==> src/rtl/rbf_neuron_kernel_defines.svh <==
// Assertion macros for the radial-basis neuron.
`ifndef RBF_NEURON_KERNEL_DEFINES_SVH
`define RBF_NEURON_KERNEL_DEFINES_SVH
`ifndef SYNTHESIS
`define RBF_ASSERT(lbl, clk, rstn, prop) \
    lbl: assert property (@(posedge clk) disable iff (!rstn) prop) \
        else $error("rbf assertion failed");
`define RBF_NEVER(lbl, clk, rstn, prop) \
    lbl: assert property (@(posedge clk) disable iff (!rstn) !(prop)) \
        else $error("rbf forbidden condition seen");
`else
`define RBF_ASSERT(lbl, clk, rstn, prop)
`define RBF_NEVER(lbl, clk, rstn, prop)
`endif
`endif

==> src/rtl/rbf_pkg.sv <==
`timescale 1ns / 1ps
package rbf_pkg;

    localparam int EXP_TABLE_BITS_DEF = 8;
    localparam int MAG_W = 22;
    localparam int DIV_STEPS = MAG_W;
    localparam int QUEUE_DEPTH = 2;
    localparam int SUM_W = 40;
    localparam int INV_W = 17;
    localparam int MEAN_W = 41;
    localparam int P_W = 31;
    localparam logic [INV_W-1:0] INV_RESET = 17'd1024;
    localparam logic [P_W-1:0] ONE_Q30 = 31'h4000_0000;

    typedef struct packed {
        logic [MAG_W-1:0] mag;
        logic             neg;
        logic             wzero;
        logic [15:0]      w;
        logic             last;
    } t_item;

    function automatic logic [29:0] f_pow_half(input logic [3:0] k);
        logic [29:0] v;
        unique case (k)
            4'd0:    v = 30'd759250125;
            4'd1:    v = 30'd902905651;
            4'd2:    v = 30'd984625594;
            4'd3:    v = 30'd1028218693;
            4'd4:    v = 30'd1050733747;
            4'd5:    v = 30'd1062175491;
            4'd6:    v = 30'd1067942999;
            4'd7:    v = 30'd1070838486;
            4'd8:    v = 30'd1072289173;
            4'd9:    v = 30'd1073015252;
            4'd10:   v = 30'd1073378477;
            4'd11:   v = 30'd1073560135;
            default: v = 30'd0;
        endcase
        return v;
    endfunction

endpackage

==> src/rtl/rbf_front.sv <==
`timescale 1ns / 1ps
module rbf_front (
    input  logic signed [15:0] i_feature_value,
    input  logic signed [15:0] i_center_value,
    input  logic [15:0]        i_width_value,
    input  logic               i_last_input,
    output rbf_pkg::t_item     o_item
);
    import rbf_pkg::*;

    logic signed [16:0] w_diff;
    logic [16:0]        w_abs;

    assign w_diff = 17'(i_feature_value) - 17'(i_center_value);
    assign w_abs = w_diff[16] ? 17'(-w_diff) : 17'(w_diff);

    always_comb begin
        o_item.mag = {w_abs, 5'b0};
        o_item.neg = w_diff[16];
        o_item.wzero = (i_width_value == 16'd0);
        o_item.w = i_width_value;
        o_item.last = i_last_input;
    end
endmodule

==> config.mk <==
export PLATFORM = sky130hd
export DESIGN_NAME = rbf_front
export DESIGN_NICKNAME = d
export VERILOG_FILES = /design/src/rtl/rbf_neuron_kernel_defines.svh /design/src/rtl/rbf_pkg.sv /design/src/rtl/rbf_front.sv
export SDC_FILE = /design/constraint.sdc
export NUM_CORES = 1
export LEC_CHECK = 0
export BUFFER_PORTS_ARGS = -buffer_cell sky130_fd_sc_hd__buf_4
export CAP_MARGIN = 20
export CORE_MARGIN = 8
export CORE_UTILIZATION = 25
export DETAILED_ROUTE_END_ITERATION = 16
export PLACE_DENSITY = 0.56
export SYNTH_ARGS = -nofsm -noshare
export SYNTH_HDL_FRONTEND = slang
export SYNTH_SLANG_ARGS = --single-unit
==> constraint.sdc <==
create_clock -name vclk -period 3.8
set_input_delay 0.38 -clock vclk [all_inputs]
set_output_delay 0.38 -clock vclk [all_outputs]
set_load 0.02 [all_outputs]
======== Yosys cells after proc, flatten, opt, wreduce, memory -nomap -nowiden ========
Index checks and enable logic that the tools add are counted.
storage, ports and cells
  register bits ........................... 0
  input bits .............................. 49
  output and inout port bits .............. 41
  word-level logic and storage cells ...... 4
operators by class
  $add $sub $neg .......................... 2
  mux-type cells .......................... 1
  reduce and logical (&&, ||, !) cells .... 1
operator list
  operator          number
  $mux 17           1
  $neg 17->17       1
  $sub 16x16->17    1
  $logic_not 16->1  1

======== Logic depth before layout (Yosys ltp) ========
Gate-level depths: netlist of the first run.
  depth in word-level cells ............... 3
  depth in mapped cells ................... 12
  gate-level depth less buffers ........... 11

======== Worst setup path after synthesis of the first run ========
No wires, ideal clock.
  path type ............................... input-to-output
  from .................................... input i_feature_value[0]
  to ...................................... output o_item[38] (netlist name)
  data arrival time ....................... 2753 ps
  required time ........................... 3420 ps
  slack ................................... 667 ps
  stages .................................. 11
  buffers on the path ..................... 0
  cell sequence ........................... inv_1 -> ha_1 -> fa_1 -> nand2b_1 -> nand2b_1 -> o2111ai_1 -> a21oi_1 -> nand4_4 -> nor4b_4 -> a31oi_1 -> xnor2_1
RTL lines
  element             RTL line        text
  start: declaration  rbf_front.sv:3  input logic signed [15:0] i_feature_value,
  end: declaration    rbf_front.sv:7  output rbf_pkg::t_item o_item

==> summary.md, run 1 <==
| Metric | Value |
|---|---|
| Initial DRC Count | `48` |
| Unique masters post-synth | `56` |
| # fillers | `695` |
| Avg Synthesized Cell Area | `7.51 um^2` |
| Gr ovfl total | `0` |
| IO buf count | `83` |
| Vias per cell | `4.63` |
| RSZ-0062 raised after global routing | `false` |
| VDD IR max | `0.0000881 V` |
| Cts hold-fix bufs | `0` |
| Setup crit end kind | `primary output` |
| Multi-input logic area | `1360 um^2` |
| Die Width | `96.9 um` |
| First-pass GRT wire length | `7.42 mm` |
| Initial Util | `25.8%` |
| Static Leakage | `1.06 nW` |
| Initial antenna violation count | `0` |
| Max-cap violations | `0` |
| Setup bufs post-CTS | `0` |
| CORE AREA | `6350 um^2` |
| Vias in the first global route | `1,648` |
| Worst EP required | `3.42 ns` |
| Detailed Route WL | `4.51 mm` |
| Die Span Y | `96.9 um` |
| Critical path class | `in -> out` |
| Post-synthesis cell count | `218` |
| Number of synthesis warnings | `0` |
| Power Density | `255 nW/um^2` |
| Mapped cell area | `1640 um^2` |
| Die area | `9390 um^2` |
| CTS resizes | `0` |
| Global Route Usage Sum | `8.73%` |
| Largest net degree at the start of global routing | `18` |
| FFs & Latches | `0` |
| Final ANT Viol Nets | `0` |
| Most common cell after layout, fill and taps aside | `buf_4` |
| Final Core Density | `34.4%` |
| Highest-count cells in the layout ignoring fill and taps | `buf_4, inv_1, ha_1, xnor2_1, nand2_1` |
| Via count | `1,652` |
| Hold WC Path Type | `in -> out` |
| Sequential area share after synthesis | `0%` |
| # clk buffers | `0` |
| Crit-path max cell delay | `0.42 ns` |
| Antenna Cells | `0` |
| Critical path startpoint category | `primary input` |
| Slowest-stage cell, CP | `nor4b_4` |
| # IOs | `90` |
| Synthesis-to-finish area growth | `33.3%` |
| Drt first pass iters | `4` |
| Rows | `29` |
| Wire per inst | `12.6 um` |
| Fin nets | `349` |
| Worst-path maximum fanout | `4` |
| Post-route DRC | `0` |
| Slew Viols, Final | `0` |
| Endpoints failing setup | `0` |
| Status | `finished, final reports clean` |
| Worst path cell trace | `buf_4 -> inv_1 -> ha_1 -> fa_1 -> nand2b_1 -> nand2b_1 -> o2111ai_1 -> a21oi_1 -> nand4_4 -> nor4b_4 -> nor2_1 -> xnor2_1 -> buf_4` |
| Sequential Area | `0 um^2` |
| Crit path DAT | `2.98 ns` |
| Fin crit share | `88.3%` |
| GP Congestion | `0.797` |
| Setup TNS | `0 ns` |
| Detail Placement HPWL | `4.03 mm` |
| Fmax | `298 MHz` |
| Final critical-path required period | `3.36 ns` |
| Final hold vios | `0` |
| Layout cells sized above 1 | `40.4%` |
per-stage QoR:
| step | hold WS, ns | instance area [um^2] | power, mW | cells | worst slack [ns] |
|---|---|---|---|---|---|
| finish | 0.760 | 2180 | 0.557 | 357 | 0.445 |
| global placement | 0.760 | 2180 | 0.562 | 357 | 0.519 |
| detailed placement | 0.760 | 2180 | 0.564 | 357 | 0.452 |
| floorplan | 0.873 | 1650 | 0.387 | 222 | 0.667 |
| global route | 0.760 | 2180 | 0.608 | 357 | 0.246 |
| CTS | 0.760 | 2180 | 0.566 | 357 | 0.446 |
Yosys cell counts (2+ instances only):
cell / number / area share, %
inv_1: 25 / 5.7
buf_4: 22 / 10
ha_1: 17 / 13
xnor2_1: 15 / 8.0
nand2_1: 14 / 3.2
nor2_1: 13 / 3.0
a21oi_1: 12 / 3.7
xor2_1: 8 / 4.3
a21oi_2: 7 / 3.7
nand3_1: 7 / 2.1
o21ai_0: 6 / 1.8
nor4_1: 5 / 1.9
a31oi_1: 4 / 1.5
nand2b_1: 4 / 1.5
a21o_1: 3 / 1.4
and2_1: 3 / 1.1
o211ai_1: 3 / 1.4
or3_1: 3 / 1.1
a21oi_4: 2 / 2.0
and3_1: 2 / 0.76
buf_6: 2 / 1.4
nor2b_1: 2 / 0.76
nor4b_4: 2 / 2.9
o21ai_1: 2 / 0.61
o311a_1: 2 / 1.2
or3_4: 2 / 1.4
xnor2_2: 2 / 2.0
worst paths after layout:
check / start / depth (start not counted) / end
max: i_feature_value[0] / 13 / o_item[34]
min: i_last_input / 0 / o_item[0]
power by group:
part	total, mW	internal (mW)	switching, mW
combinational	0.557	0.246	0.311
sequential	0	0	0
clock	0	0	0
total	0.557	0.246	0.311
worst max-delay path, delay by kind of cell:
family          cells  cell delay [ns]
buf+inv             3             0.30
fa+ha+maj           2             0.65
xor+xnor            1             0.22
compound gates      2             0.38
simple gates        5             1.04
kinds of logic (layout without fill, tap and decap cells):
| logic type | count (synthesis) | in the layout | share of synthesized area [%] |
|---|---|---|---|
| multiplexers | 1 | 1 | 0.612 |
| AND/OR/NAND/NOR | 66 | 66 | 25.7 |
| XOR/XNOR | 25 | 25 | 14.3 |
| other | 1 | 5 | 0.229 |
| buffers and inverters | 51 | 109 | 17.7 |
| adder cells (fa/ha/maj) | 18 | 18 | 14.2 |
| AO/OA/AOI/OAI | 56 | 56 | 27.2 |
area by class of cell:
| class | count | share of cell area [%] |
|---|---|---|
| multi-input combinational | 171 | 62.4 |
| timing repair buffer | 84 | 28.9 |
| tap | 77 | 4.42 |
| inverter | 25 | 4.30 |
routing by layer:
layer | GRT usage (%) | up-vias | share of wire [%] | routed length [um]
met5 | 0 | - | 0 | 0
met4 | 0 | 0 | 0 | 0
met3 | 2.56 | 0 | 8.2 | 371
met2 | 15.6 | 55 | 47 | 2120
met1 | 10.6 | 728 | 45 | 2010
li1 | - | 869 | - | -
Power figures use the tool's default switching activity.
==> run 2: changes to the inputs <==
- CORE_ASPECT_RATIO: not set -> 1.25
==> run 2 against run 1 <==
Net effect:
- cell area is 0.57% higher
- critical path depth unchanged
- sequential share of layout area stayed put
- utilization decreased by 0.29 points
- clock-buffer cell count is the same
- global-route usage is 0.19 points higher
- sequential cell count did not move
==> summary.md, run 2 (synthesis results as in run 1) <==
| Metric | Value |
|---|---|
| CP Buf/Inv Count | `3` |
| # fillers | `731` |
| RSZ-0062 raised after global routing | `false` |
| Antenna Cells | `0` |
| Fmax | `300 MHz` |
| Status | `finished, final reports clean` |
| Slowest-stage cell, CP | `fa_1` |
| IO buf count | `83` |
| Fin nets | `349` |
| Die area | `9410 um^2` |
| Critical path startpoint category | `primary input` |
| Final critical-path required period | `3.33 ns` |
| Drt first pass iters | `4` |
| CP delay by family, top | `simple AND/OR/NAND/NOR gates` |
| Highest-count cells in the layout ignoring fill and taps | `buf_4, inv_1, ha_1, xnor2_1, nand2_1` |
| Initial antenna violation count | `0` |
| CORE AREA | `6440 um^2` |
| Post-route DRC | `0` |
| CTS resizes | `0` |
| Worst path cell trace | `buf_4 -> inv_1 -> ha_1 -> fa_1 -> nand2b_1 -> nand2b_1 -> o2111ai_1 -> a21oi_1 -> nand4_4 -> nor4b_4 -> a41oi_1 -> xor2_1 -> buf_4` |
| Via count | `1,642` |
| Static Leakage | `1.06 nW` |
| Final hold vios | `0` |
| Power Density | `254 nW/um^2` |
| Crit-path max cell delay | `0.41 ns` |
| Setup crit end kind | `primary output` |
| Hold WC Path Type | `in -> out` |
| Hold_sp | `i_last_input` |
| Rows | `33` |
| Detail Placement HPWL | `4.03 mm` |
| FFs & Latches | `0` |
| Gr ovfl total | `0` |
| Cts hold-fix bufs | `0` |
| Crit path DAT | `2.95 ns` |
| Initial DRC Count | `29` |
| Setup bufs post-CTS | `0` |
| First-pass GRT wire length | `7.27 mm` |
| Detailed Route WL | `4.46 mm` |
| Die Span Y | `106 um` |
| Synthesis-to-finish area growth | `34.1%` |
| GP Congestion | `0.822` |
| Endpoints failing setup | `0` |
| Setup TNS | `0 ns` |
| Worst EP required | `3.42 ns` |
| # clk buffers | `0` |
| Fin crit share | `87.7%` |
| WHS | `0.760 ns` |
| Layout cells sized above 1 | `40.4%` |
| Initial Util | `25.4%` |
| Max-cap violations | `0` |
| Vias per cell | `4.47` |
| # IOs | `90` |
| Die Width | `88.4 um` |
| Slew Viols, Final | `0` |
| Vias in the first global route | `1,632` |
| Worst-path maximum fanout | `4` |
| VDD IR max | `0.000105 V` |
| Sequential Area | `0 um^2` |
| Most common cell after layout, fill and taps aside | `buf_4` |
| Wire per inst | `12.2 um` |
| Worst Setup SP | `i_feature_value[0]` |
| Global Route Usage Sum | `8.92%` |
| Critical path class | `in -> out` |
| Final ANT Viol Nets | `0` |
| Largest net degree at the start of global routing | `18` |
==> run 2: power breakdown <==
group	internal [mW]	total, mW	switching [mW]
Clock	0	0	0
Combinational	0.246	0.557	0.312
Sequential	0	0	0
==> run 2: layout make-up <==
type	instances	area, um^2	share of cell area (%)
Inverter	25	93.8	4.28
Timing Repair Buffer	84	631	28.7
Tap cell	87	109	4.96
Multi-Input combinational cell	171	1360	62.0
==> run 2: routing by layer <==
layer	routed length, um	GRT usage [%]	up-vias
li1	-	-	865
met1	1760	10.0	718
met2	2180	16.9	57
met3	494	2.16	2
met4	24	0.485	0
met5	0	0	-
==> run 2: final timing paths <==
path	to	slack [ns]	depth (start not counted)
setup / recovery	o_item[39]	0.47	13
hold / removal	o_item[0]	0.76	0
==> run 2: metrics by stage <==
| stage | worst slack [ns] | instance area [um^2] | util, % | instances | total power, mW |
|---|---|---|---|---|---|
| floorplan | 0.667 | 1650 | - | 222 | 0.387 |
| global placement | 0.524 | 2190 | 34.1 | 367 | 0.562 |
| detailed placement | 0.458 | 2190 | 34.1 | 367 | 0.564 |
| CTS | 0.450 | 2190 | 34.1 | 367 | 0.565 |
| global route | 0.260 | 2190 | 34.1 | 367 | 0.610 |
| finish | 0.468 | 2190 | 34.1 | 367 | 0.557 |
==> run 3: changes to the inputs <==
--- a/config.mk
+++ b/config.mk
@@ -13,2 +13,3 @@
 export DETAILED_ROUTE_END_ITERATION = 16
+export MAX_ROUTING_LAYER = met4
 export PLACE_DENSITY = 0.56
==> constraint.sdc (replaced) <==
create_clock -name vclk -period 3.8
set_input_delay 0.76 -clock vclk [all_inputs]
set_output_delay 0.76 -clock vclk [all_outputs]
set_load 0.02 [all_outputs]
==> run 3 against run 2 <==
Net effect:
- the run now ends with setup timing left
- combinational power increased by 25%
- critical endpoint unchanged
- sequential cell count unchanged
- highest routed layer unchanged
- fmax fell by 13%
- non-clock buffer count rose by 39
- via count grew 14%
- total power rose by 25%
- sequential share of layout area stayed put
==> summary.md, run 3 (synthesis results as in run 1) <==
| Metric | Value |
|---|---|
| WHS | `1.52 ns` |
| CP most frequent cell | `buf_6` |
| Antenna Cells | `0` |
| Metal-1 WL | `1.93 mm` |
| GP Congestion | `0.826` |
| Final Core Density | `42.9%` |
| Synthesis-to-finish area growth | `69.0%` |
| Initial DRC Count | `18` |
| Layout cells sized above 1 | `56.7%` |
| Critical path startpoint category | `primary input` |
| Power Density | `252 nW/um^2` |
| Global Route Usage Sum | `11.0%` |
| Crit path DAT | `3.07 ns` |
| FFs & Latches | `0` |
| DR WL met2 | `2.60 mm` |
| VDD IR max | `0.000148 V` |
| Initial antenna violation count | `0` |
| CORE AREA | `6440 um^2` |
| Via count | `1,868` |
| Rows | `33` |
| Worst EP required | `3.04 ns` |
| Post-route DRC | `0` |
| Die Width | `88.4 um` |
| DR WL met3 | `571 um` |
| Worst-path maximum fanout | `4` |
| Sequential Area | `0 um^2` |
| Setup crit end kind | `primary output` |
| Status | `finished with violations` |
| Fmax | `261 MHz` |
| Detail Placement HPWL | `4.54 mm` |
| # IOs | `90` |
| Max-cap violations | `0` |
| Final ANT Viol Nets | `0` |
| Drt first pass iters | `4` |
| Worst setup margin | `-0.0313 ns` |
| Fin crit share | `101%` |
| Setup TNS | `-0.0313 ns` |
| Endpoints failing setup | `1` |
| RSZ-0062 raised after global routing | `true` |
| Cts hold-fix bufs | `0` |
| Slowest-stage cell, CP | `fa_2` |
| Highest-count cells in the layout ignoring fill and taps | `buf_4, inv_1, nor2_1` |
| Hold WC Path Type | `in -> out` |
| Gr ovfl total | `0` |
| Most common cell after layout, fill and taps aside | `buf_4` |
| Slew Viols, Final | `0` |
| Final hold vios | `0` |
| Die area | `9410 um^2` |
| Place WS | `-0.228 ns` |
| Initial Util | `25.4%` |
| Failing checks | `setup timing` |
| Worst path cell trace | `buf_6 -> inv_4 -> ha_4 -> fa_2 -> nand2b_4 -> buf_6 -> a21oi_4 -> o21a_4 -> buf_4 -> nand3_2 -> o311ai_4 -> nor3b_2 -> buf_4 -> a41oi_4 -> xor2_2 -> buf_6` |
| Vias in the first global route | `1,990` |
| Detailed Route WL | `5.15 mm` |
| Fin nets | `388` |
| Vias per cell | `4.60` |
| IO buf count | `83` |
| Wire per inst | `12.7 um` |
| Largest net degree at the start of global routing | `18` |
| Crit-path max cell delay | `0.33 ns` |
| Static Leakage | `1.31 nW` |
| Final critical-path required period | `3.83 ns` |
| Critical path class | `in -> out` |
| First-pass GRT wire length | `8.69 mm` |
| Top layer in use | `met4` |
| # clk buffers | `0` |
| Die Span Y | `106 um` |
-- run 3: cell types whose count changed in the layout (fill, tap and decap cells not counted), moves of 3 or more --
cell	before	now
a21oi_1	12	8
buf_4	84	116
buf_6	0	6
ha_1	17	12
ha_4	0	4
inv_1	25	22
xnor2_1	15	12
xnor2_2	2	5
-- run 3: report_power, final --
group          leakage (nW)  internal (mW)  switching (mW)
Combinational          1.31          0.336           0.361
Sequential                0              0               0
Clock                     0              0               0
-- run 3: area by class of cell --
type               count  area (um^2)
well taps             87          109
inverters             25         98.8
multi-input cells    171         1600
repair buffers       123          958
fillers              680         3670
-- run 3: per-stage QoR --
stage	cells	cell area (um^2)	power [mW]
floorplan	222	1700	0.404
global placement	398	2490	0.634
detailed placement	398	2490	0.638
CTS	403	2690	0.687
global route	406	2770	0.754
finish	406	2770	0.697
-- run 3: critical path: cells and delay by family --
| kind | cells | cell delay, ns |
|---|---|---|
| compound gates | 4 | 0.70 |
| buf+inv | 6 | 0.64 |
| fa+ha+maj | 2 | 0.48 |
| simple gates | 3 | 0.34 |
| xor+xnor | 1 | 0.16 |
-- run 3: per-layer routing --
metal / GRT usage (%) / up-vias
met5: - / -
met4: 1.21 / 0
met3: 2.47 / 4
met2: 20.4 / 77
met1: 11.8 / 846
li1: - / 941
-- run 3: final timing paths --
path                      startpoint    endpoint  depth (start not counted)
setup / recovery  i_feature_value[0]  o_item[39]                         16
hold / removal          i_last_input   o_item[0]                          0
-- run 3: repair_timing --
item | in CTS | in global routing
gates cloned | 0 | 0
gates resized for setup | 32 | 9
setup buffers | 5 | 3
endpoints found under the setup margin | 16 | 16
pin swaps | 15 | 11
