[src/rtl/rbf_neuron_kernel_defines.svh]
// Assertion macros for the radial-basis neuron.
`ifndef RBF_NEURON_KERNEL_DEFINES_SVH
`define RBF_NEURON_KERNEL_DEFINES_SVH
`ifndef SYNTHESIS
`define RBF_ASSERT(lbl, clk, rstn, prop) \
    lbl: assert property (@(posedge clk) disable iff (!rstn) prop) \
        else $error("rbf assertion failed");
`define RBF_NEVER(lbl, clk, rstn, prop) \
    lbl: assert property (@(posedge clk) disable iff (!rstn) !(prop)) \
        else $error("rbf forbidden condition seen");
`else
`define RBF_ASSERT(lbl, clk, rstn, prop)
`define RBF_NEVER(lbl, clk, rstn, prop)
`endif
`endif

[src/rtl/rbf_pkg.sv]
`timescale 1ns / 1ps
package rbf_pkg;

    localparam int EXP_TABLE_BITS_DEF = 8;
    localparam int MAG_W = 22;
    localparam int DIV_STEPS = MAG_W;
    localparam int QUEUE_DEPTH = 2;
    localparam int SUM_W = 40;
    localparam int INV_W = 17;
    localparam int MEAN_W = 41;
    localparam int P_W = 31;
    localparam logic [INV_W-1:0] INV_RESET = 17'd1024;
    localparam logic [P_W-1:0] ONE_Q30 = 31'h4000_0000;

    typedef struct packed {
        logic [MAG_W-1:0] mag;
        logic             neg;
        logic             wzero;
        logic [15:0]      w;
        logic             last;
    } t_item;

    function automatic logic [29:0] f_pow_half(input logic [3:0] k);
        logic [29:0] v;
        unique case (k)
            4'd0:    v = 30'd759250125;
            4'd1:    v = 30'd902905651;
            4'd2:    v = 30'd984625594;
            4'd3:    v = 30'd1028218693;
            4'd4:    v = 30'd1050733747;
            4'd5:    v = 30'd1062175491;
            4'd6:    v = 30'd1067942999;
            4'd7:    v = 30'd1070838486;
            4'd8:    v = 30'd1072289173;
            4'd9:    v = 30'd1073015252;
            4'd10:   v = 30'd1073378477;
            4'd11:   v = 30'd1073560135;
            default: v = 30'd0;
        endcase
        return v;
    endfunction

endpackage

[src/rtl/rbf_back.sv]
`timescale 1ns / 1ps
`include "rbf_neuron_kernel_defines.svh"
module rbf_back #(
    parameter int EXP_TABLE_BITS = rbf_pkg::EXP_TABLE_BITS_DEF
) (
    input  logic                      i_clk,
    input  logic                      i_rst_n,
    input  logic                      i_empty,
    input  rbf_pkg::t_item            i_item,
    output logic                      o_pop,
    input  logic [rbf_pkg::INV_W-1:0] i_inverse_count,
    output logic                      o_out_valid,
    input  logic                      i_out_stall,
    output logic [16:0]               o_activation,
    output logic                      o_overflowed
);
    import rbf_pkg::*;

    localparam int KW = $clog2(EXP_TABLE_BITS);

    typedef enum logic [7:0] {
        S_IDLE = 8'b0000_0001,
        S_DIV  = 8'b0000_0010,
        S_SQ   = 8'b0000_0100,
        S_ACC  = 8'b0000_1000,
        S_MULA = 8'b0001_0000,
        S_MULB = 8'b0010_0000,
        S_EXP  = 8'b0100_0000,
        S_FIN  = 8'b1000_0000
    } t_state;

    t_state             r_state;
    t_item              r_item;
    logic [MAG_W-1:0]   r_dvd;
    logic [15:0]        r_rem;
    logic [4:0]         r_cnt;
    logic [31:0]        r_sq;
    logic [SUM_W-1:0]   r_sum;
    logic               r_sat;
    logic               r_flag;
    logic [36:0]        r_pp;
    logic [MEAN_W-1:0]  r_mean;
    logic [P_W-1:0]     r_p;
    logic [KW-1:0]      r_k;
    logic               r_out_valid;
    logic [16:0]        r_act;
    logic               r_ovf;

    logic [16:0]        w_trial;
    logic               w_ge;
    logic [15:0]        w_m;
    logic               w_qsat;
    logic [SUM_W:0]     w_add;
    logic [36:0]        w_hi;
    logic [56:0]        w_total;
    logic [3:0]         w_idx;
    logic [60:0]        w_prod;
    logic [4:0]         w_sh;
    logic [31:0]        w_rnd;
    logic               w_big;
    logic               w_out_free;

    assign w_trial = {r_rem, r_dvd[MAG_W-1]};
    assign w_ge = (w_trial >= {1'b0, r_item.w});

    always_comb begin
        w_m = r_dvd[15:0];
        w_qsat = 1'b0;
        if (r_item.wzero) begin
            w_m = 16'd32767;
            w_qsat = 1'b1;
        end else if (r_item.neg) begin
            if (r_dvd > MAG_W'(32768)) begin
                w_m = 16'd32768;
                w_qsat = 1'b1;
            end
        end else if (r_dvd > MAG_W'(32767)) begin
            w_m = 16'd32767;
            w_qsat = 1'b1;
        end
    end

    assign w_add = {1'b0, r_sum} + (SUM_W+1)'(r_sq);
    assign w_hi = r_sum[39:20] * i_inverse_count;
    assign w_total = 57'(r_pp) + {w_hi, 20'b0};
    assign w_idx = 4'(r_k);
    assign w_prod = r_p * f_pow_half(w_idx);
    assign w_big = (r_mean[MEAN_W-1:16] >= 25'd17);
    assign w_sh = r_mean[20:16];
    assign w_rnd = ({1'b0, r_p} + (32'd1 << (5'd13 + w_sh))) >> (5'd14 + w_sh);
    assign w_out_free = !r_out_valid || !i_out_stall;

    assign o_pop = (r_state == S_IDLE) && !i_empty;
    assign o_out_valid = r_out_valid;
    assign o_activation = r_act;
    assign o_overflowed = r_ovf;

    always_ff @(posedge i_clk) begin
        if (!i_rst_n) begin
            r_state <= S_IDLE;
            r_sum <= '0;
            r_sat <= 1'b0;
            r_out_valid <= 1'b0;
            r_cnt <= '0;
            r_k <= '0;
        end else begin
            if (r_out_valid && !i_out_stall && (r_state != S_FIN)) begin
                r_out_valid <= 1'b0;
            end
            unique case (r_state)
                S_IDLE: begin
                    if (!i_empty) begin
                        r_item <= i_item;
                        r_dvd <= i_item.mag;
                        r_rem <= '0;
                        r_cnt <= '0;
                        r_state <= S_DIV;
                    end
                end
                S_DIV: begin
                    r_rem <= w_ge ? 16'(w_trial - {1'b0, r_item.w}) : w_trial[15:0];
                    r_dvd <= {r_dvd[MAG_W-2:0], w_ge};
                    r_cnt <= r_cnt + 1'b1;
                    if (r_cnt == 5'(DIV_STEPS - 1)) begin
                        r_state <= S_SQ;
                    end
                end
                S_SQ: begin
                    r_sq <= w_m * w_m;
                    if (w_qsat) begin
                        r_sat <= 1'b1;
                    end
                    r_state <= S_ACC;
                end
                S_ACC: begin
                    if (w_add[SUM_W]) begin
                        r_sum <= '1;
                        r_sat <= 1'b1;
                    end else begin
                        r_sum <= w_add[SUM_W-1:0];
                    end
                    r_state <= r_item.last ? S_MULA : S_IDLE;
                end
                S_MULA: begin
                    r_pp <= r_sum[19:0] * i_inverse_count;
                    r_state <= S_MULB;
                end
                S_MULB: begin
                    r_mean <= w_total[56:16];
                    r_flag <= r_sat;
                    r_sum <= '0;
                    r_sat <= 1'b0;
                    r_p <= ONE_Q30;
                    r_k <= '0;
                    r_state <= S_EXP;
                end
                S_EXP: begin
                    if (r_mean[4'd15 - w_idx]) begin
                        r_p <= P_W'((w_prod + 61'(ONE_Q30 >> 1)) >> 30);
                    end
                    r_k <= r_k + 1'b1;
                    if (r_k == KW'(EXP_TABLE_BITS - 1)) begin
                        r_state <= S_FIN;
                    end
                end
                S_FIN: begin
                    if (w_out_free) begin
                        r_act <= w_big ? 17'd0 : w_rnd[16:0];
                        r_ovf <= r_flag;
                        r_out_valid <= 1'b1;
                        r_state <= S_IDLE;
                    end
                end
                default: begin
                    r_state <= S_IDLE;
                end
            endcase
        end
    end

    `RBF_ASSERT(a_out_from_fin, i_clk, i_rst_n, $rose(r_out_valid) |-> $past(r_state == S_FIN))
    `RBF_ASSERT(a_sum_cleared, i_clk, i_rst_n, (r_state == S_MULB) |=> (r_sum == '0 && !r_sat))
    `RBF_ASSERT(a_div_count, i_clk, i_rst_n, (r_state == S_DIV) |-> (r_cnt < 5'(DIV_STEPS)))
    `RBF_NEVER(a_pop_busy, i_clk, i_rst_n, o_pop && (r_state != S_IDLE))
endmodule

[config.mk]
export PLATFORM = sky130hd
export DESIGN_NAME = rbf_back
export DESIGN_NICKNAME = d
export VERILOG_FILES = /design/src/rtl/rbf_pkg.sv /design/src/rtl/rbf_back.sv
export VERILOG_INCLUDE_DIRS = /design/src /design/src/rtl
export SDC_FILE = /design/constraint.sdc
export NUM_CORES = 2
export LEC_CHECK = 0
export ABC_CLOCK_PERIOD_IN_PS = 22000
export BUFFER_PORTS_ARGS = -buffer_cell sky130_fd_sc_hd__clkbuf_2
export CORE_ASPECT_RATIO = 1.4
export CORE_UTILIZATION = 58
export CTS_BUF_LIST = sky130_fd_sc_hd__clkbuf_8 sky130_fd_sc_hd__clkbuf_16
export DETAILED_ROUTE_END_ITERATION = 10
export PLACE_DENSITY_LB_ADDON = 0.15
export SLEW_MARGIN = 40
export SYNTH_ARGS = -nofsm -noshare
export SYNTH_HDL_FRONTEND = slang
export SYNTH_SLANG_ARGS = --single-unit
[constraint.sdc]
create_clock -name i_clk -period 22 [get_ports i_clk]
set_input_delay 1.1 -clock i_clk [delete_from_list [all_inputs] [get_ports i_clk]]
set_output_delay 1.1 -clock i_clk [all_outputs]
set_load 0.01 [all_outputs]
# Yosys cells after proc, flatten, opt, wreduce, memory -nomap -nowiden
# Memories as Yosys holds them, arrays and structs flattened. A register that Yosys moved wholly into a read port is not among the register bits.
# Cells that the tools add are included.
# word_totals
reg_bits	275
romBits	480
in_bits	62
word_cells	117
n_memories	1
# classes
addsub	10
mul	4
magnitude_cmp	5
n_eq_ne	18
n_shift	2
n_mux	36
bitwise_logic	1
reduce_logical	21
# memory_table
memory	words	width	read_ports	rd_ports_with_merged_regs	wr	line	text
(no name shown)	16	30	1	1	0	rbf_pkg.sv:25	unique case (k)
# op_table
cell	count
2-to-1 mux 16 bit	6
one-hot mux 40 bit (2 select lines)	1
multiplier 20 x 17 -> 37 bit	2
one-hot mux 8 bit (8 select lines)	1
one-hot mux 31 bit (2 select lines)	1
adder 61 x 30 -> 61 bit, second input constant	1
multiplier 31 x 30 -> 61 bit	1
adder 37 x 57 -> 57 bit	1
one-hot mux 22 bit (2 select lines)	1
adder 40 x 32 -> 41 bit	1
2-to-1 mux 40 bit	1
adder 31 x 32 -> 32 bit	1
multiplier 16 x 16 -> 32 bit	1
2-to-1 mux 8 bit	4
one-hot mux 16 bit (2 select lines)	1
<< shifter 1 x 5 -> 32 bit, first input constant	1
right shift 32 x 5 -> 17 bit	1
2-to-1 mux 31 bit	1
greater-or-equal comparator 25 x 5 -> 1 bit, second input constant	1
greater-than comparator 22 x 15 -> 1 bit, second input constant	1
greater-than comparator 22 x 16 -> 1 bit, second input constant	1
2-to-1 mux 22 bit	1
greater-or-equal comparator 17 x 16 -> 1 bit	1
subtractor 16 bit	1
other kinds (33)	64

# Logic depth before layout (Yosys ltp)
# logic_depth
depth_word	6
depth_mapped	34

# Least setup slack after synthesis
# Ideal clock, no wire load.
# synth_timing
path_type	register to register
start	register r_dvd[18]
end	register r_sq[31], data pin
setup_ns	0.258
arrival_time_ns	7.689
t_required_ns	21.742
slack_ns	14.053
stages_incl_launch_ff	32
path_buffers	2
cell_sequence	edfxtp_1 -> nor4_1 -> nand2_1 -> o21ai_1 -> clkbuf_1 -> a21oi_1 -> inv_1 -> clkbuf_1 -> nand2_1 -> fa_1 -> fa_1 -> inv_1 -> fa_1 -> inv_1 -> fa_1 -> inv_1 -> fa_1 -> inv_1 -> fa_1 -> inv_1 -> ha_1 -> and3_1 -> nand3_1 -> nor2_1 -> a21oi_1 -> o21ai_0 -> o311ai_0 -> o22ai_1 -> o41ai_1 -> o2111ai_1 -> a21oi_1 -> xnor2_1
# synth_via
elab_chain_len	5
word_cells_on_any_way	7
cone_classes	mul: 1; order compare: 2; mux: 4
# synth_lines
element	line	text
start, declared	rbf_back.sv:34	logic [MAG_W-1:0] r_dvd;
start signal, assigned	rbf_back.sv:114	r_dvd <= i_item.mag;
start signal, assigned	rbf_back.sv:122	r_dvd <= {r_dvd[MAG_W-2:0], w_ge};
greater-than comparator 22 x 15 -> 1 bit or greater-than comparator 22 x 16 -> 1 bit (tied branches)	rbf_back.sv:77, rbf_back.sv:73	
2-to-1 mux 16 bit, on equally long branches	rbf_back.sv:77, rbf_back.sv:73	
2-to-1 mux 16 bit (*)	rbf_back.sv:72	end else if (r_item.neg) begin
2-to-1 mux 16 bit (*)	rbf_back.sv:69	if (r_item.wzero) begin
multiplier 16 x 16 -> 32 bit (*)	rbf_back.sv:129	r_sq <= w_m * w_m;
end signal, assigned	rbf_back.sv:129	
end, declared	rbf_back.sv:37	logic [31:0] r_sq;
# Mark *: on every way between the ends. The rest lies on a longest branch, timed or not.
# A chain may end at the register's enable or synchronous reset.

# Final worst setup path
# layout_timing
start	register r_p[16]
end	register r_p[30], data pin
# layout_via
elab_chain_len	4
# layout_lines
element	line	text
start, declared	rbf_back.sv:43	logic [P_W-1:0] r_p;
start signal, assigned	rbf_back.sv:159	r_p <= P_W'((w_prod + 61'(ONE_Q30 >> 1)) >> 30);
multiplier 31 x 30 -> 61 bit	rbf_back.sv:87	assign w_prod = r_p * f_pow_half(w_idx);
adder 61 x 30 -> 61 bit	rbf_back.sv:159	
2-to-1 mux 31 bit	rbf_back.sv:158	if (r_mean[4'd15 - w_idx]) begin
one-hot mux 31 bit (2 select lines)	rbf_back.sv:110	unique case (r_state)
# No other way between the ends. The select of a mux whose other input is x is not followed.

==> results.txt <==
* Effective utilization at floorplan: 0.5847
- The mapped netlist covers between 70000 and 80000 sq um.
- Summed over all cells, the static leakage comes to 39.57 nW.
- Routability congestion estimate: 0.9701
* Initial DRC Count: between 3000 and 4000
* Number of ports placed on the die boundary: 82
- Number of hold-repair buffers added at the cts stage: 0
- For this run, the register share of the synthesized area comes to 0.09819.
- Non-filler cells, final: between 9000 and 10000
- The first global-routing pass estimated approximately 330000 um of wire.
- Highest-count cells in the layout ignoring fill and taps: sky130_fd_sc_hd__inv_1 (1958), sky130_fd_sc_hd__fa_1 (1509), sky130_fd_sc_hd__nand2_1 (1167)
* Initial antenna violation count: 6
* Number of detailed-route iterations in the first pass: 5
- Nets@finish: 10490
- Using the TritonRoute via totals, the vias-per-cell ratio works out to 5.712.
* Wire length after detailed routing: roughly 210000 um
- Relative slew slack: 0.3938
- Minimum clock period: just over 9000 ps
- Antenna-violating nets left: 0
* Clock slew seen by the registers of the worst setup and hold paths: 70 ps
* Final core area utilization: 0.6110
- IR analysis of the VDD net gives a maximum drop of 523.3 uV.
* Data required, critical path: roughly 22000 ps
* Power, Total: about 5.5 mW
- Entering global routing, the biggest net connects between 50 and 60 pins.
- Via total after detailed routing: 56520
- In the final layout, the share of cells above drive strength 1 is 0.04464.
- Clock tree from TritonCTS: yes
- After global routing the overflow that remains totals 0.
- Setup repair after global routing missed its margin: false
- Final max-slew violation count: 0
* Number of H-tree levels: 1
* Worst-path maximum fanout: 28
- Clock root buffer: sky130_fd_sc_hd__clkbuf_16
* Number of hold violations in the final report: 0
- Setup-violating endpoint count in the final report: 0
- Counting distinct cell types in the post-synthesis netlist gives 106.
* Flop2flop setup slack: 12770 ps
- Synth async-reset ratio: 0
* Resized cells post-CTS: 0
* Number of placement rows: 155
* Critical path startpoint category: flip-flop
* Port Buffers: between 80 and 90
- Post-synth top flop: sky130_fd_sc_hd__edfxtp_1
- Commonest non-fill, non-tap cell in the layout: sky130_fd_sc_hd__inv_1
* Number of flops mapped to enable cells by yosys: 188
- Power spread over the standard cell area amounts to slightly above 70 nW/um^2.
- From left edge to right edge, the die measures about 310 um.
* Period Utilization, post-route: 0.4197
* Transition at the pin with the smallest max-transition slack: 908.0 ps
- Global-route total usage across every layer: 0.3343
- Die H: 426.4 um
- The clock net in this run drives a total of 272 sinks.
- Layout filler cell count: 11300
- Compared with the post-synthesis result, the final layout area differs by 4.490%.
* Max Cap Violations: 0
- Synthesis produced a netlist whose cell count is 8318.
- Post-CTS timing repair inserted 0 buffers for setup.
- Syn Area/Cell: approximately 9.0 sq um
- Vias in the first global route: 61210
* Core box area: between 100000 and 150000 sq um
* Tightest Hold Check Type: flip-flop to flip-flop
- Arrival time at the worst endpoint: between 9000 and 10000 ps
* Setup clock skew after layout: roughly 66 ps
- Synth Warn #: 0
- Drt drc: 0
- The flow ran to the end, and the final reports show no timing, DRC or antenna violations.
* Flip-flop and latch count after synthesis: 272
- After routing, the total negative slack on setup checks comes to 0 ps.
- Dividing the detail-routed wire length by the instance count gives about 21 um.
- The wire-length estimate of the detail-placed layout is 165200 um.
- WS Path Type: flip-flop to flip-flop
* Placement Setup Slack: 12960 ps
* Achievable clock frequency: 0.1083 GHz
* Setup crit end kind: flip-flop
* Clock Latency Late Sink: 670 ps
- The longest clock path from root to sink contains 3 buffers.
* Worst setup margin: 12770 ps
- Buffers inserted during clock tree synthesis total 30.
* Number of placed instances, taps included: between 9000 and 10000
* Area enclosed by the die boundary: 130100 sq um
logic make-up after synthesis:
logic type / share of synthesized area
adders and majority gates: 0.5219
xor gates and xnor gates: 0.02438
other: 0.0001006
buffers and inverters: 0.1181
DFF: 0.09819
and+or+nand+nor: 0.1544
AOI/OAI and AO/OA: 0.07227
muxes: 0.01065
power by group:
part	internal, mW	switching [mW]
registers	0.800	0.00712
clock network	0.287	0.251
logic	1.72	2.46
total	2.81	2.72
per-layer routing:
metal  track usage  wire length [um]
met1        0.3602             73310
met5             0                19
met3       0.03067             10080
met4        0.2350             17540
met2        0.6164            109600
path summary, 6_finish.rpt:
path,from,cells past startpoint,to
max reg2reg,r_p[16],25,r_p[30]
max,r_p[16],25,r_p[30]
min reg2reg,r_flag,0,o_overflowed
min,r_flag,0,o_overflowed
area by class of cell:
cell class | count | area (sq um) | area share
Antenna cell | 2 | 5.005 | 0.00006419
Tap cell | 1648 | 2062 | 0.02645
Clock buffer | 33 | 814.5 | 0.01045
Multi-Input combinational cell | 5734 | 58650 | 0.7522
Inverter | 1964 | 7372 | 0.09455
Timing Repair Buffer | 218 | 1513 | 0.01940
Clock inverter | 23 | 222.7 | 0.002856
Sequential cell | 272 | 7335 | 0.09407
registers in the layout, summed over array words and instances, names as in the netlist, named ones only:
signal / flops
r_cnt: 5
r_rem: 16
r_dvd: 22
r_item: 19
r_pp: 17
r_flag: 1
o_activation: 17
r_mean: 33
r_sat: 1
r_sq: 31
r_p: 31
o_overflowed: 1
o_out_valid: 1
r_state: 8
r_sum: 40
r_k: 3
worst max-delay path, cell delays in order, from the launching register on:
cell                        delay (ps)
sky130_fd_sc_hd__edfxtp_1          320
sky130_fd_sc_hd__buf_4             440
sky130_fd_sc_hd__nand2_1           390
sky130_fd_sc_hd__fa_1              600
sky130_fd_sc_hd__inv_1              60
sky130_fd_sc_hd__fa_1              490
sky130_fd_sc_hd__fa_1              520
sky130_fd_sc_hd__inv_1              50
sky130_fd_sc_hd__fa_1              480
sky130_fd_sc_hd__inv_1              60
sky130_fd_sc_hd__fa_1              480
sky130_fd_sc_hd__fa_1              570
sky130_fd_sc_hd__fa_1              430
sky130_fd_sc_hd__fa_1              460
sky130_fd_sc_hd__ha_1              380
sky130_fd_sc_hd__nand4_1           200
sky130_fd_sc_hd__nor2_1            380
sky130_fd_sc_hd__nand3_1           130
sky130_fd_sc_hd__a31oi_1           630
sky130_fd_sc_hd__o21ai_1           300
sky130_fd_sc_hd__o2111ai_1         500
sky130_fd_sc_hd__nor3_1            170
sky130_fd_sc_hd__o31ai_1           500
sky130_fd_sc_hd__a31oi_1           180
sky130_fd_sc_hd__xnor2_1           170
sky130_fd_sc_hd__nand2_1            60
synth_stat cells, drive strengths merged, types with 36 or more instances:
master  number  share of area
nand2     1167          0.059
a211oi      41         0.0043
nand3       61         0.0041
and2       641          0.054
o21ai      124         0.0084
nor2b       36         0.0030
inv       1957          0.098
a21oi      238          0.016
nor2       287          0.015
a21o        96         0.0097
dfxtp       84          0.023
edfxtp     188          0.076
xor2        71         0.0085
mux2i       46         0.0062
fa        1509           0.40
clkbuf     338          0.017
nor3        68         0.0046
ha         698           0.12
xnor2      135          0.016
through the flow:
stage,area [sq um],hold WS (ps)
6_report,77970,366.1
5_1_grt,77970,373.6
2_1_floorplan,74690,400.3
3_3_place_gp,76720,420.9
3_5_place_dp,76900,409.9
4_1_cts,77940,359.1
Power figures use the tool's default switching activity.
