$ cat config.mk
export PLATFORM = sky130hd
export DESIGN_NAME = rbf_queue
export DESIGN_NICKNAME = d
export VERILOG_FILES = /design/src/rtl/rbf_neuron_kernel_defines.svh /design/src/rtl/rbf_pkg.sv /design/src/rtl/rbf_queue.sv
export SDC_FILE = /design/constraint.sdc
export NUM_CORES = 1
export LEC_CHECK = 0
export BUFFER_PORTS_ARGS = -buffer_cell sky130_fd_sc_hd__buf_2
export CORE_MARGIN = 2
export CORE_UTILIZATION = 40
export DETAILED_ROUTE_END_ITERATION = 12
export GPL_TIMING_DRIVEN = 0
export HOLD_SLACK_MARGIN = 0.05
export PLACE_DENSITY = 0.7
export SLEW_MARGIN = 30
export SYNTH_ARGS = -nofsm -noshare
export SYNTH_HDL_FRONTEND = slang
export SYNTH_SLANG_ARGS = --single-unit
export TNS_END_PERCENT = 30
$ cat constraint.sdc
create_clock -name i_clk -period 7.4 [get_ports i_clk]
set_input_delay 0.74 -clock i_clk [delete_from_list [all_inputs] [get_ports i_clk]]
set_output_delay 0.74 -clock i_clk [all_outputs]
set_load 0.05 [all_outputs]
$ cat src/rtl/rbf_neuron_kernel_defines.svh
// Assertion macros for the radial-basis neuron.
`ifndef RBF_NEURON_KERNEL_DEFINES_SVH
`define RBF_NEURON_KERNEL_DEFINES_SVH
`ifndef SYNTHESIS
`define RBF_ASSERT(lbl, clk, rstn, prop) \
    lbl: assert property (@(posedge clk) disable iff (!rstn) prop) \
        else $error("rbf assertion failed");
`define RBF_NEVER(lbl, clk, rstn, prop) \
    lbl: assert property (@(posedge clk) disable iff (!rstn) !(prop)) \
        else $error("rbf forbidden condition seen");
`else
`define RBF_ASSERT(lbl, clk, rstn, prop)
`define RBF_NEVER(lbl, clk, rstn, prop)
`endif
`endif

$ cat src/rtl/rbf_pkg.sv
`timescale 1ns / 1ps
package rbf_pkg;

    localparam int EXP_TABLE_BITS_DEF = 8;
    localparam int MAG_W = 22;
    localparam int DIV_STEPS = MAG_W;
    localparam int QUEUE_DEPTH = 2;
    localparam int SUM_W = 40;
    localparam int INV_W = 17;
    localparam int MEAN_W = 41;
    localparam int P_W = 31;
    localparam logic [INV_W-1:0] INV_RESET = 17'd1024;
    localparam logic [P_W-1:0] ONE_Q30 = 31'h4000_0000;

    typedef struct packed {
        logic [MAG_W-1:0] mag;
        logic             neg;
        logic             wzero;
        logic [15:0]      w;
        logic             last;
    } t_item;

    function automatic logic [29:0] f_pow_half(input logic [3:0] k);
        logic [29:0] v;
        unique case (k)
            4'd0:    v = 30'd759250125;
            4'd1:    v = 30'd902905651;
            4'd2:    v = 30'd984625594;
            4'd3:    v = 30'd1028218693;
            4'd4:    v = 30'd1050733747;
            4'd5:    v = 30'd1062175491;
            4'd6:    v = 30'd1067942999;
            4'd7:    v = 30'd1070838486;
            4'd8:    v = 30'd1072289173;
            4'd9:    v = 30'd1073015252;
            4'd10:   v = 30'd1073378477;
            4'd11:   v = 30'd1073560135;
            default: v = 30'd0;
        endcase
        return v;
    endfunction

endpackage

$ cat src/rtl/rbf_queue.sv
`timescale 1ns / 1ps
module rbf_queue (
    input  logic           i_clk,
    input  logic           i_rst_n,
    input  logic           i_push,
    input  rbf_pkg::t_item i_item,
    output logic           o_full,
    input  logic           i_pop,
    output logic           o_empty,
    output rbf_pkg::t_item o_item
);
    import rbf_pkg::*;

    localparam int AW = $clog2(QUEUE_DEPTH);

    t_item           r_mem [QUEUE_DEPTH];
    logic [AW-1:0]   r_wr, r_rd;
    logic [AW:0]     r_cnt;

    assign o_full = (r_cnt == (AW+1)'(QUEUE_DEPTH));
    assign o_empty = (r_cnt == '0);
    assign o_item = r_mem[r_rd];

    always_ff @(posedge i_clk) begin
        if (i_push) begin
            r_mem[r_wr] <= i_item;
        end
    end

    always_ff @(posedge i_clk) begin
        if (!i_rst_n) begin
            r_wr <= '0;
            r_rd <= '0;
            r_cnt <= '0;
        end else begin
            if (i_push) begin
                r_wr <= (r_wr == AW'(QUEUE_DEPTH - 1)) ? '0 : r_wr + 1'b1;
            end
            if (i_pop) begin
                r_rd <= (r_rd == AW'(QUEUE_DEPTH - 1)) ? '0 : r_rd + 1'b1;
            end
            if (i_push && !i_pop) begin
                r_cnt <= r_cnt + 1'b1;
            end else if (i_pop && !i_push) begin
                r_cnt <= r_cnt - 1'b1;
            end
        end
    end
endmodule

**Word level (Yosys, flattened, before mapping)**

Memories as Yosys holds them, arrays and structs flattened. A register that Yosys moved wholly into a read port is not among the register bits.
Cells that the tools add are included.

- Register bits: 4
- Bits in writable memories: 82
- Output and inout port bits: 43
- Logic and storage cells: 23
- Memories kept: 1

- Add/sub/neg operators: 4
- Equality and inequality tests: 1
- Muxes and demuxes: 8
- Reductions and logical operators: 6

Memories:

| memory | words | bits a word | rd ports | clocked after memory_dff | wr ports | line | text |
|---|---|---|---|---|---|---|---|
| r_mem | 2 | 41 | 1 | 1 | 1 | rbf_queue.sv:16 | `t_item r_mem [QUEUE_DEPTH];` |

Operators by type and width:

| operator | count |
|---|---|
| $mux W1 | 6 |
| $mux W2 | 2 |
| $add A1 B1 Y1 const B | 2 |
| $add A2 B1 Y2 const B | 1 |
| $eq A2 B2 Y1 const B | 1 |
| $logic_and A1 B1 Y1 | 2 |
| $logic_not A1 Y1 | 2 |
| $logic_not A2 Y1 | 1 |
| $reduce_bool A2 Y1 | 1 |
| $sub A2 B1 Y2 const B | 1 |

**Depth between registers and ports, before layout**

Gate-level depths: netlist (run 1).

- Depth after elaboration: 4
- Depth in mapped cells: 5
- Gate-level depth less buffers: 5

**Worst setup path after synthesis (run 1)**

Ideal clock, no wire load.

- Path kind: input -> register
- Start point: in i_push
- End point: mem r_mem[0][0] in the netlist's numbering, enable pin
- Data arrival time: 2603 ps
- Data required time: 6955 ps
- Setup slack: 4352 ps
- Stages on the path: 1
- Cells stage by stage: nor2b_1

- Word-level cells in the longest chain between the ends: 2

RTL lines:

| item | line | text |
|---|---|---|
| start, declared | rbf_queue.sv:5 | `input logic i_push,` |
| $mux W1 | rbf_queue.sv:25 | `if (i_push) begin` |
| $mux W1 (implied by the code) | rbf_queue.sv:26 | `r_mem[r_wr] <= i_item;` |
| end, declared | rbf_queue.sv:16 |  |

Every way passes these cells.

==> impl_metrics.csv, run 1 <==
group,metric,value,unit
run_status,status,"finished, final reports clean",
pwr,powerDensity,279,nW/um^2
synthesis,synth_top_area_share,0.777,
clock_network,clk_latency,0.34,ns
synthesis,ys_types,17,
drt,viasPerCell,4.66,
synthesis,yosysSeqAreaShare,0.809,
clock_network,clk_path_buf_depth,2,
sta,period_minus_slack,2.39,ns
synthesis,netlist.top_cell.by_area,"edfxtp_1",
pwr,p_sw,300,uW
synthesis,syn_avg_cell_area,21.1,um^2
synthesis,yosysWarnings,0,
final_layout,fin_util,0.521,
global_routing,grtUsageTotal,0.129,
clock_network,htreeDepth,3,
die,die-width,93.0,um
sta,slew_viol_final,0,
sta,skew,0.00940,ns
sta,fmax,418,MHz
drt,drt_iter0_markers,53,
clock_network,postCtsResizedCells,0,
sta,setup_viol,0,
global_routing,grt_pass1_vias,1681,
die,die_area,8650,um^2
placed_design,place_congestion,0.701,
pwr,power.internal,815,uW
worst_setup_path,cp.required,6.66,ns
placed_design,io_buffers,87,
sta,tightest_slew,0.571,ns
synthesis,synth_area,3170,um^2
global_routing,grt_pass1_wl,8140,um
worst_setup_path,setup.worst_path.end_class,"primary output",
clock_network,cts_sinks,87,
sta,whs,0.537,ns
sta,finalHoldViolCount,0,
clock_network,path_clk_slew,0.08,ns
synthesis,synthArstFlopShare,0,
final_layout,seqCellArea,2560,um^2
final_layout,antenna_cells,0,
die,start_util,0.412,
placed_design,hpwl,3480,um
die,pin_count,88,
placed_design,post-place-ws,5.37,ns
final_layout,multiInputGateArea,587,um^2
pwr,power_frac_seq,0.515,
sta,finalCritPeriodShare,0.323,
hold_path,hold-path-endpoint,"r_cnt[1]",
sta,max-slew-margin-rel,0.620,
pwr,cellLeakagePower,0.00152,uW
worst_setup_path,ff2ff_path_depth,1,
drt,wl,5340,um
pwr,switching_share,0.269,
die,design.core.area,7690,um^2
clock_network,cts-root-buf,"clkbuf_8",
pwr,clkPwrFrac,0.313,
hold_path,min_from,"r_cnt[1]",
final_layout,num-fill-cells,681,
worst_setup_path,rr_startpoint,"r_wr",
pwr,power,1110,uW
clock_network,cts_tree,"done",
sta,fin_ws,5.01,ns
die,die_h,93.0,um
worst_setup_path,r2r-end,"r_mem[1][35]",
hold_path,hold_path.class,"reg2reg",
drt,drc,0,
drt,first_pass_iters,4,
synthesis,yosys_register_bits,87,
synthesis,synth_edf_count,82,
final_layout,drive_above_1_share,0.588,
clock_network,post_cts.repair.setup_buffers,0,
synthesis,synth_fp_nets,196,
drt,final_antenna_net_count,0,
synthesis,synth_flop_cell,"edfxtp_1",
final_layout,layout_commonest_cell,"buf_2",
worst_setup_path,crit_path_max_fanout,10,
sta,tns,0,ns
final_layout,area_growth,26.3,%
pwr,ir_worst_vdd,0.000149,V
synthesis,synth_area_leaders,"edfxtp_1, mux2_2, dfxtp_1, and2_1, buf_2",
global_routing,grt_max_degree,42,
global_routing,grt.overflow.total,0,
clock_network,cts_hold_buf,0,
pwr,pwr-share-comb,0.172,
synthesis,synthCells,150,
global_routing,antenna_found_initial,0,
worst_setup_path,arrival,1.65,ns
sta,rsz0062_at_grt,"no",
final_layout,final_cell_mix,"buf_2, edfxtp_1, mux2_2, clkbuf_8, dfxtp_1",
final_layout,fin_nets,296,
job,max_cap_violations,0,
hold_path,holdPathStages,2,
worst_setup_path,path_class,"reg2out",
drt,vias,1662,
worst_setup_path,r2r_slack,6.08,ns
die,num_rows,32,
drt,wire_per_inst,15.0,um
worst_setup_path,start_kind,"flip-flop",
clock_network,cts_buffers,9,
-- routing by layer --
metal,vias to the layer above,wire length (um),GRT usage
met1,804,2260,0.152
met5,-,0,0
met2,58,2610,0.205
met4,0,127,0.0662
li1,785,-,-
met3,15,344,0.0516
-- registers in the layout (all words and copies together) (netlist names), named ones only --
| register | count |
|---|---|
| r_rd | 1 |
| r_wr | 1 |
| r_mem | 82 |
| r_cnt | 2 |
-- through the flow --
stage / cell area [um^2] / std cells
after floorplan: 3170 / 150
after global placement: 3730 / 339
after detailed placement: 3790 / 341
after CTS: 4000 / 357
after global routing: 4000 / 357
final: 4000 / 357
-- worst max-delay path: stages (launching register included) --
cell and delay [ns]:
dfxtp_1 0.31, buf_2 0.14, buf_2 0.27, mux2_1 0.37, buf_2 0.22
-- power by group through the flow --
stage / Clock [uW] / Combinational (uW) / Sequential, uW
after floorplan: 0 / 143 / 584
after global placement: 0 / 187 / 585
after detailed placement: 0 / 194 / 585
after CTS: 356 / 195 / 574
after global routing: 379 / 203 / 576
final: 348 / 192 / 574
-- cell type report --
class	count	share of cell area
Inverter	1	0.000938
Buffer	5	0.00625
Tap cell	102	0.0319
Timing Repair Buffer	89	0.121
Multi-Input combinational cell	57	0.147
Sequential cell	87	0.640
Clock buffer	10	0.0319
Clock inverter	6	0.0213
-- cells by family after synthesis --
| logic type | count (synthesis) | synth area share |
|---|---|---|
| mux | 41 | 0.146 |
| xor+xnor | 3 | 0.00830 |
| simple gates | 9 | 0.0178 |
| buf+inv | 6 | 0.00908 |
| compound gates | 3 | 0.00632 |
| flops | 87 | 0.809 |
| fa+ha+maj | 1 | 0.00395 |
-- cells in the mapped netlist, drive strengths merged (2+ instances only) --
| master | count |
|---|---|
| mux2 | 41 |
| nor2b | 2 |
| edfxtp | 82 |
| and2 | 4 |
| buf | 5 |
| xor2 | 2 |
| dfxtp | 5 |
-- how the worst max path moves through the flow --
stage                        end  cells after the start  startpoint
floorplan            r_mem[0][0]                      1      i_push
global placement    r_mem[0][28]                      2      i_push
CTS                   o_item[40]                      4   flip-flop
finish                o_item[40]                      4   flip-flop
global route          o_item[34]                      4   flip-flop
detailed placement    o_item[40]                      4   flip-flop
Power figures use the tool's default switching activity.
==> run 2: changes to the inputs <==
--- a/config.mk
+++ b/config.mk
@@ -11,7 +11,7 @@
 export DETAILED_ROUTE_END_ITERATION = 12
 export GPL_TIMING_DRIVEN = 0
 export HOLD_SLACK_MARGIN = 0.05
-export PLACE_DENSITY = 0.7
+export PLACE_DENSITY = 0.72
 export SLEW_MARGIN = 30
 export SYNTH_ARGS = -nofsm -noshare
 export SYNTH_HDL_FRONTEND = slang
==> constraint.sdc (replaced) <==
create_clock -name i_clk -period 2 [get_ports i_clk]
set_input_delay 0.2 -clock i_clk [delete_from_list [all_inputs] [get_ports i_clk]]
set_output_delay 0.2 -clock i_clk [all_outputs]
set_load 0.05 [all_outputs]
==> run 2 against run 1 <==
Net effect:
- global-route usage up 0.19 points
- via count is 9.1% higher
- clock skew fell by 0.0030 ns
- final cell count is 11% higher
- worst setup slack got worse by 4.9 ns
- clock power grew to 2.9 times the previous value
- non-clock buffer count is 41 higher
- sequential power rose to 3.7 times the previous value
- sequential share of layout area decreased by 5.4 points
- die area did not move
- critical path type unchanged
- largest cell class unchanged
==> impl_metrics.csv, run 2 (synthesis gave the netlist of run 1 again) <==
group,metric,value,unit
final_layout,drive_above_1_share,0.507,
clock_network,postCtsResizedCells,0,
drt,vias,1814,
worst_setup_path,path_class,"reg2out",
worst_setup_path,start_kind,"flip-flop",
drt,wire_per_inst,13.7,um
final_layout,multiInputGateArea,587,um^2
clock_network,post_cts.repair.setup_buffers,0,
sta,finalCritPeriodShare,0.926,
drt,first_pass_iters,6,
drt,viasPerCell,4.56,
die,die_h,93.0,um
global_routing,grt_pass1_wl,8440,um
clock_network,clk_path_buf_depth,2,
pwr,ir_worst_vdd,0.000427,V
worst_setup_path,crit_slowest_cell,"mux2_2",
sta,tns,0,ns
worst_setup_path,crit_path_max_fanout,10,
hold_path,hold_path.class,"in2reg",
final_layout,fin_nets,337,
clock_network,cts_buffers,9,
sta,fin_ws,0.148,ns
worst_setup_path,setup.worst_path.end_class,"primary output",
placed_design,post-place-ws,0.491,ns
drt,drc,0,
clock_network,htreeDepth,3,
final_layout,largest_register,"r_mem",
worst_setup_path,cp_cell_sequence,"buf_2 > buf_2 > mux2_2 > buf_2",
clock_network,cts_tree,"done",
die,num_rows,32,
final_layout,num-fill-cells,627,
final_layout,antenna_cells,0,
drt,wl,5440,um
final_layout,fin_area,4370,um^2
run_status,status,"finished, final reports clean",
placed_design,place_congestion,0.637,
die,die-width,93.0,um
placed_design,post_dp_cell_area,3800,um^2
sta,skew,0.00638,ns
die,start_util,0.412,
final_layout,final_cell_mix,"buf_2, edfxtp_1, dlygate4sd3_1, mux2_2, clkbuf_8",
sta,whs,0.118,ns
worst_setup_path,cpPeakStageDelay,0.38,ns
pwr,powerDensity,897,nW/um^2
clock_network,cts_sinks,87,
worst_setup_path,cp.required,1.80,ns
sta,tightest_slew,0.575,ns
die,pin_count,88,
sta,setup_viol,0,
sta,fmax,540,MHz
worst_setup_path,arrival,1.65,ns
sta,finalHoldViolCount,0,
clock_network,cts-root-buf,"clkbuf_8",
worst_setup_path,r2r_slack,0.68,ns
die,die_area,8650,um^2
placed_design,hpwl,3450,um
drt,final_antenna_net_count,0,
job,max_cap_violations,0,
clock_network,path_clk_slew,0.08,ns
sta,max-slew-margin-rel,0.617,
pwr,cellLeakagePower,0.00167,uW
sta,rsz0062_at_grt,"no",
global_routing,grtUsageTotal,0.131,
final_layout,area_growth,38.0,%
global_routing,grt_max_degree,42,
worst_setup_path,worst_path_most_repeated_cell,"buf_2",
global_routing,antenna_found_initial,0,
final_layout,seqCellArea,2560,um^2
sta,period_minus_slack,1.85,ns
final_layout,reg_top3,"r_mem x82, r_cnt x2",
global_routing,grt.overflow.total,0,
global_routing,grt_pass1_vias,1898,
die,design.core.area,7690,um^2
placed_design,io_buffers,87,
final_layout,largest_register_ffs,82,
sta,slew_viol_final,0,
clock_network,clk_latency,0.34,ns
drt,drt_iter0_markers,76,
final_layout,layout_commonest_cell,"buf_2",
[run 2: what timing repair did]
action / 4_1_cts / 5_1_grt
endpoints found under the hold margin: 82 / 0
hold buffers: 41 / 0
setup endpoints to repair: 0 / 0
[run 2: path summary, 6_finish.rpt]
check | start | to | depth (start not counted)
worst min-delay path | i_rst_n | r_wr | 2
worst max-delay path | flip-flop | o_item[15] | 4
worst min register to register | r_cnt[1] | r_cnt[1] | 2
worst max register to register | r_wr | r_mem[1][15] | 1
[run 2: final cells by class]
type	count	share of cell area
plain buffers	5	0.00572
clock buffers	10	0.0292
clock inverters	6	0.00859
inverters	1	0.000859
multi-input cells	57	0.134
flip-flops and latches	87	0.586
well taps	102	0.0292
repair buffers	130	0.206
[run 2: per-stage QoR]
step,util,std cells,total power [uW]
global route,0.569,398,4090
finish,0.569,398,3920
CTS,0.569,398,3980
global placement,0.486,339,2860
detailed placement,0.494,341,2890
floorplan,-,150,2690
[run 2: power by group]
group          leakage, uW  internal [uW]  switching [uW]
registers         0.000811           2100            26.0
logic             0.000781            271             504
clock network    0.0000797            445             577
[run 2: metal layers]
| layer | GRT usage | part of all wire | wire length [um] | up-vias |
|---|---|---|---|---|
| met3 | 0.0338 | 0.047 | 255 | 7 |
| li1 | - | - | - | 860 |
| met2 | 0.240 | 0.55 | 2970 | 54 |
| met4 | 0.0662 | 0.014 | 74 | 0 |
| met5 | 0 | 0 | 0 | - |
| met1 | 0.138 | 0.39 | 2140 | 893 |
[run 2: worst max-delay path, delay by kind of cell, from the launching register on]
family / cells / cell delay, ns
flip-flops: 1 / 0.31
multiplexers: 1 / 0.38
buffers and inverters: 3 / 0.62
==> run 3: changes to the inputs <==
==> constraint.sdc (replaced) <==
create_clock -name i_clk -period 2 [get_ports i_clk]
set_input_delay 0.1 -clock i_clk [delete_from_list [all_inputs] [get_ports i_clk]]
set_output_delay 0.1 -clock i_clk [all_outputs]
set_load 0.05 [all_outputs]
==> run 3 against run 2 <==
Net effect:
- sequential power barely moved
- worst setup slack improved by 0.10 ns
- global-route usage rose by 0.14 points
- sequential share of layout area fell by 0.13 points
- largest cell class unchanged
- largest power group unchanged
==> impl_metrics.csv, run 3 (synthesis gave the netlist of run 1 again) <==
group,metric,value,unit
placed_design,io_buffers,87,
worst_setup_path,start_kind,"flip-flop",
sta,tightest_slew,0.568,ns
clock_network,cts-root-buf,"clkbuf_8",
final_layout,fin_area,4380,um^2
drt,drt_iter0_markers,62,
final_layout,largest_register_ffs,82,
global_routing,grt_max_degree,42,
clock_network,path_clk_slew,0.08,ns
clock_network,cts_buffers,9,
worst_setup_path,cp.required,1.90,ns
clock_network,clk_path_buf_depth,2,
drt,met2_length,3070,um
clock_network,clk_latency,0.34,ns
final_layout,layout_commonest_cell,"buf_2",
final_layout,fin_nets,338,
final_layout,largest_register,"r_mem",
worst_setup_path,crit_path_max_fanout,10,
worst_setup_path,arrival,1.65,ns
hold_path,min_from,"i_pop",
sta,finalHoldViolCount,0,
worst_setup_path,worst_path_most_repeated_cell,"buf_2",
die,design.core.area,7690,um^2
worst_setup_path,rr_startpoint,"r_wr",
sta,whs,0.105,ns
drt,first_pass_iters,3,
die,start_util,0.412,
pwr,p_sw,1120,uW
worst_setup_path,path_buf_inv,3,
placed_design,hpwl,3450,um
drt,final_antenna_net_count,0,
sta,skew,0.00571,ns
pwr,ir_worst_vdd,0.000427,V
final_layout,final_cell_mix,"buf_2, edfxtp_1, dlygate4sd3_1, mux2_2, clkbuf_8",
sta,slew_viol_final,0,
hold_path,hold_path.class,"in2reg",
final_layout,drive_above_1_share,0.505,
final_layout,fin_util,0.570,
pwr,pwr-share-comb,0.198,
worst_setup_path,ff2ff_path_depth,1,
worst_setup_path,r2r-end,"r_mem[1][4]",
sta,fmax,572,MHz
die,num_rows,32,
global_routing,grt_pass1_wl,8520,um
hold_path,holdPathStages,3,
placed_design,place_congestion,0.637,
die,die-width,93.0,um
sta,finalCritPeriodShare,0.874,
final_layout,reg_top3,"r_mem x82, r_cnt x2",
placed_design,post_dp_cell_area,3800,um^2
global_routing,antenna_found_initial,0,
drt,vias,1801,
worst_setup_path,path_class,"reg2out",
pwr,power_frac_seq,0.540,
sta,fin_ws,0.252,ns
die,die_h,93.0,um
drt,viasPerCell,4.51,
die,die_area,8650,um^2
final_layout,num-fill-cells,624,
sta,setup_viol,0,
clock_network,htreeDepth,3,
final_layout,area_growth,38.3,%
pwr,switching_share,0.284,
run_status,status,"finished, final reports clean",
worst_setup_path,cp_cell_sequence,"buf_2 > buf_2 > mux2_2 > buf_2",
worst_setup_path,crit_slowest_cell,"mux2_2",
job,max_cap_violations,0,
drt,wl,5580,um
clock_network,postCtsResizedCells,0,
worst_setup_path,setup.worst_path.end_class,"primary output",
drt,wl_met1,2190,um
worst_setup_path,cpPeakStageDelay,0.37,ns
worst_setup_path,r2r_slack,0.68,ns
global_routing,grt_pass1_vias,1929,
drt,wire_per_inst,14.0,um
sta,period_minus_slack,1.75,ns
drt,wl_met3,253,um
pwr,clkPwrFrac,0.261,
global_routing,grtUsageTotal,0.133,
placed_design,post-place-ws,0.591,ns
pwr,cellLeakagePower,0.00168,uW
drt,highest_layer,"met4",
final_layout,antenna_cells,0,
hold_path,hold-path-endpoint,"r_rd",
sta,max-slew-margin-rel,0.621,
sta,rsz0062_at_grt,"no",
clock_network,cts_sinks,87,
worst_setup_path,path_delay_family,"buffers and inverters",
pwr,powerDensity,897,nW/um^2
die,pin_count,88,
clock_network,cts_tree,"done",
pwr,power.internal,2810,uW
drt,drc,0,
global_routing,grt.overflow.total,0,
==> run 3: changes by cell type in the layout (fill, tap and decap cells not counted) <==
cell,change
dlygate4sd3_1,+1
==> run 3: worst max-delay path by stage <==
stage               from           to  slack, ns  cells after the start
2_1_floorplan       r_wr  r_mem[0][0]       0.18                      1
3_3_place_gp        r_wr  r_mem[0][9]      -0.46                      1
3_5_place_dp   flip-flop   o_item[32]       0.59                      4
4_1_cts        flip-flop   o_item[17]       0.20                      4
5_1_grt        flip-flop   o_item[17]       0.15                      4
6_report       flip-flop   o_item[15]       0.25                      4
==> run 3: power by group through the flow <==
| stage | sequential, uW | combinational [uW] | clock [uW] |
|---|---|---|---|
| floorplan | 2160 | 530 | 0 |
| global placement | 2160 | 692 | 0 |
| detailed placement | 2170 | 722 | 0 |
| CTS | 2120 | 788 | 1070 |
| global route | 2130 | 822 | 1140 |
| finish | 2120 | 779 | 1030 |
==> run 3: per-layer routing <==
layer  GRT usage  vias up
met3      0.0338        6
met5           0        -
met2       0.249       53
li1            -      861
met4      0.0662        0
met1       0.135      881
==> run 3: through the flow <==
stage	setup TNS, ns	instances	total power [uW]
after CTS	0	399	3990
final	0	399	3930
after detailed placement	0	341	2890
after floorplan	0	150	2690
after global placement	-31.20	339	2860
after global routing	0	399	4100
==> run 3: worst min-delay path, delay by kind of cell <==
family / cells / cell delay (ns)
XOR/XNOR: 1 / 0.06
buffers and inverters: 1 / 0.10
AND/OR/NAND/NOR: 1 / 0.14
==> run 3: final cells by class <==
class	instances	area, um^2	share of cell area
buffer	5	25.0	0.00571
clock buffer	10	128	0.0291
clock inverter	6	37.5	0.00857
inverter	1	3.75	0.000857
multi-input combinational	57	587	0.134
sequential	87	2560	0.585
tap	102	128	0.0291
timing repair buffer	131	911	0.208
==> run 3: timing repair <==
action | CTS | global route
hold endpoints to repair | 87 | 0
hold buffers | 42 | 0
setup buffers | 0 | 0
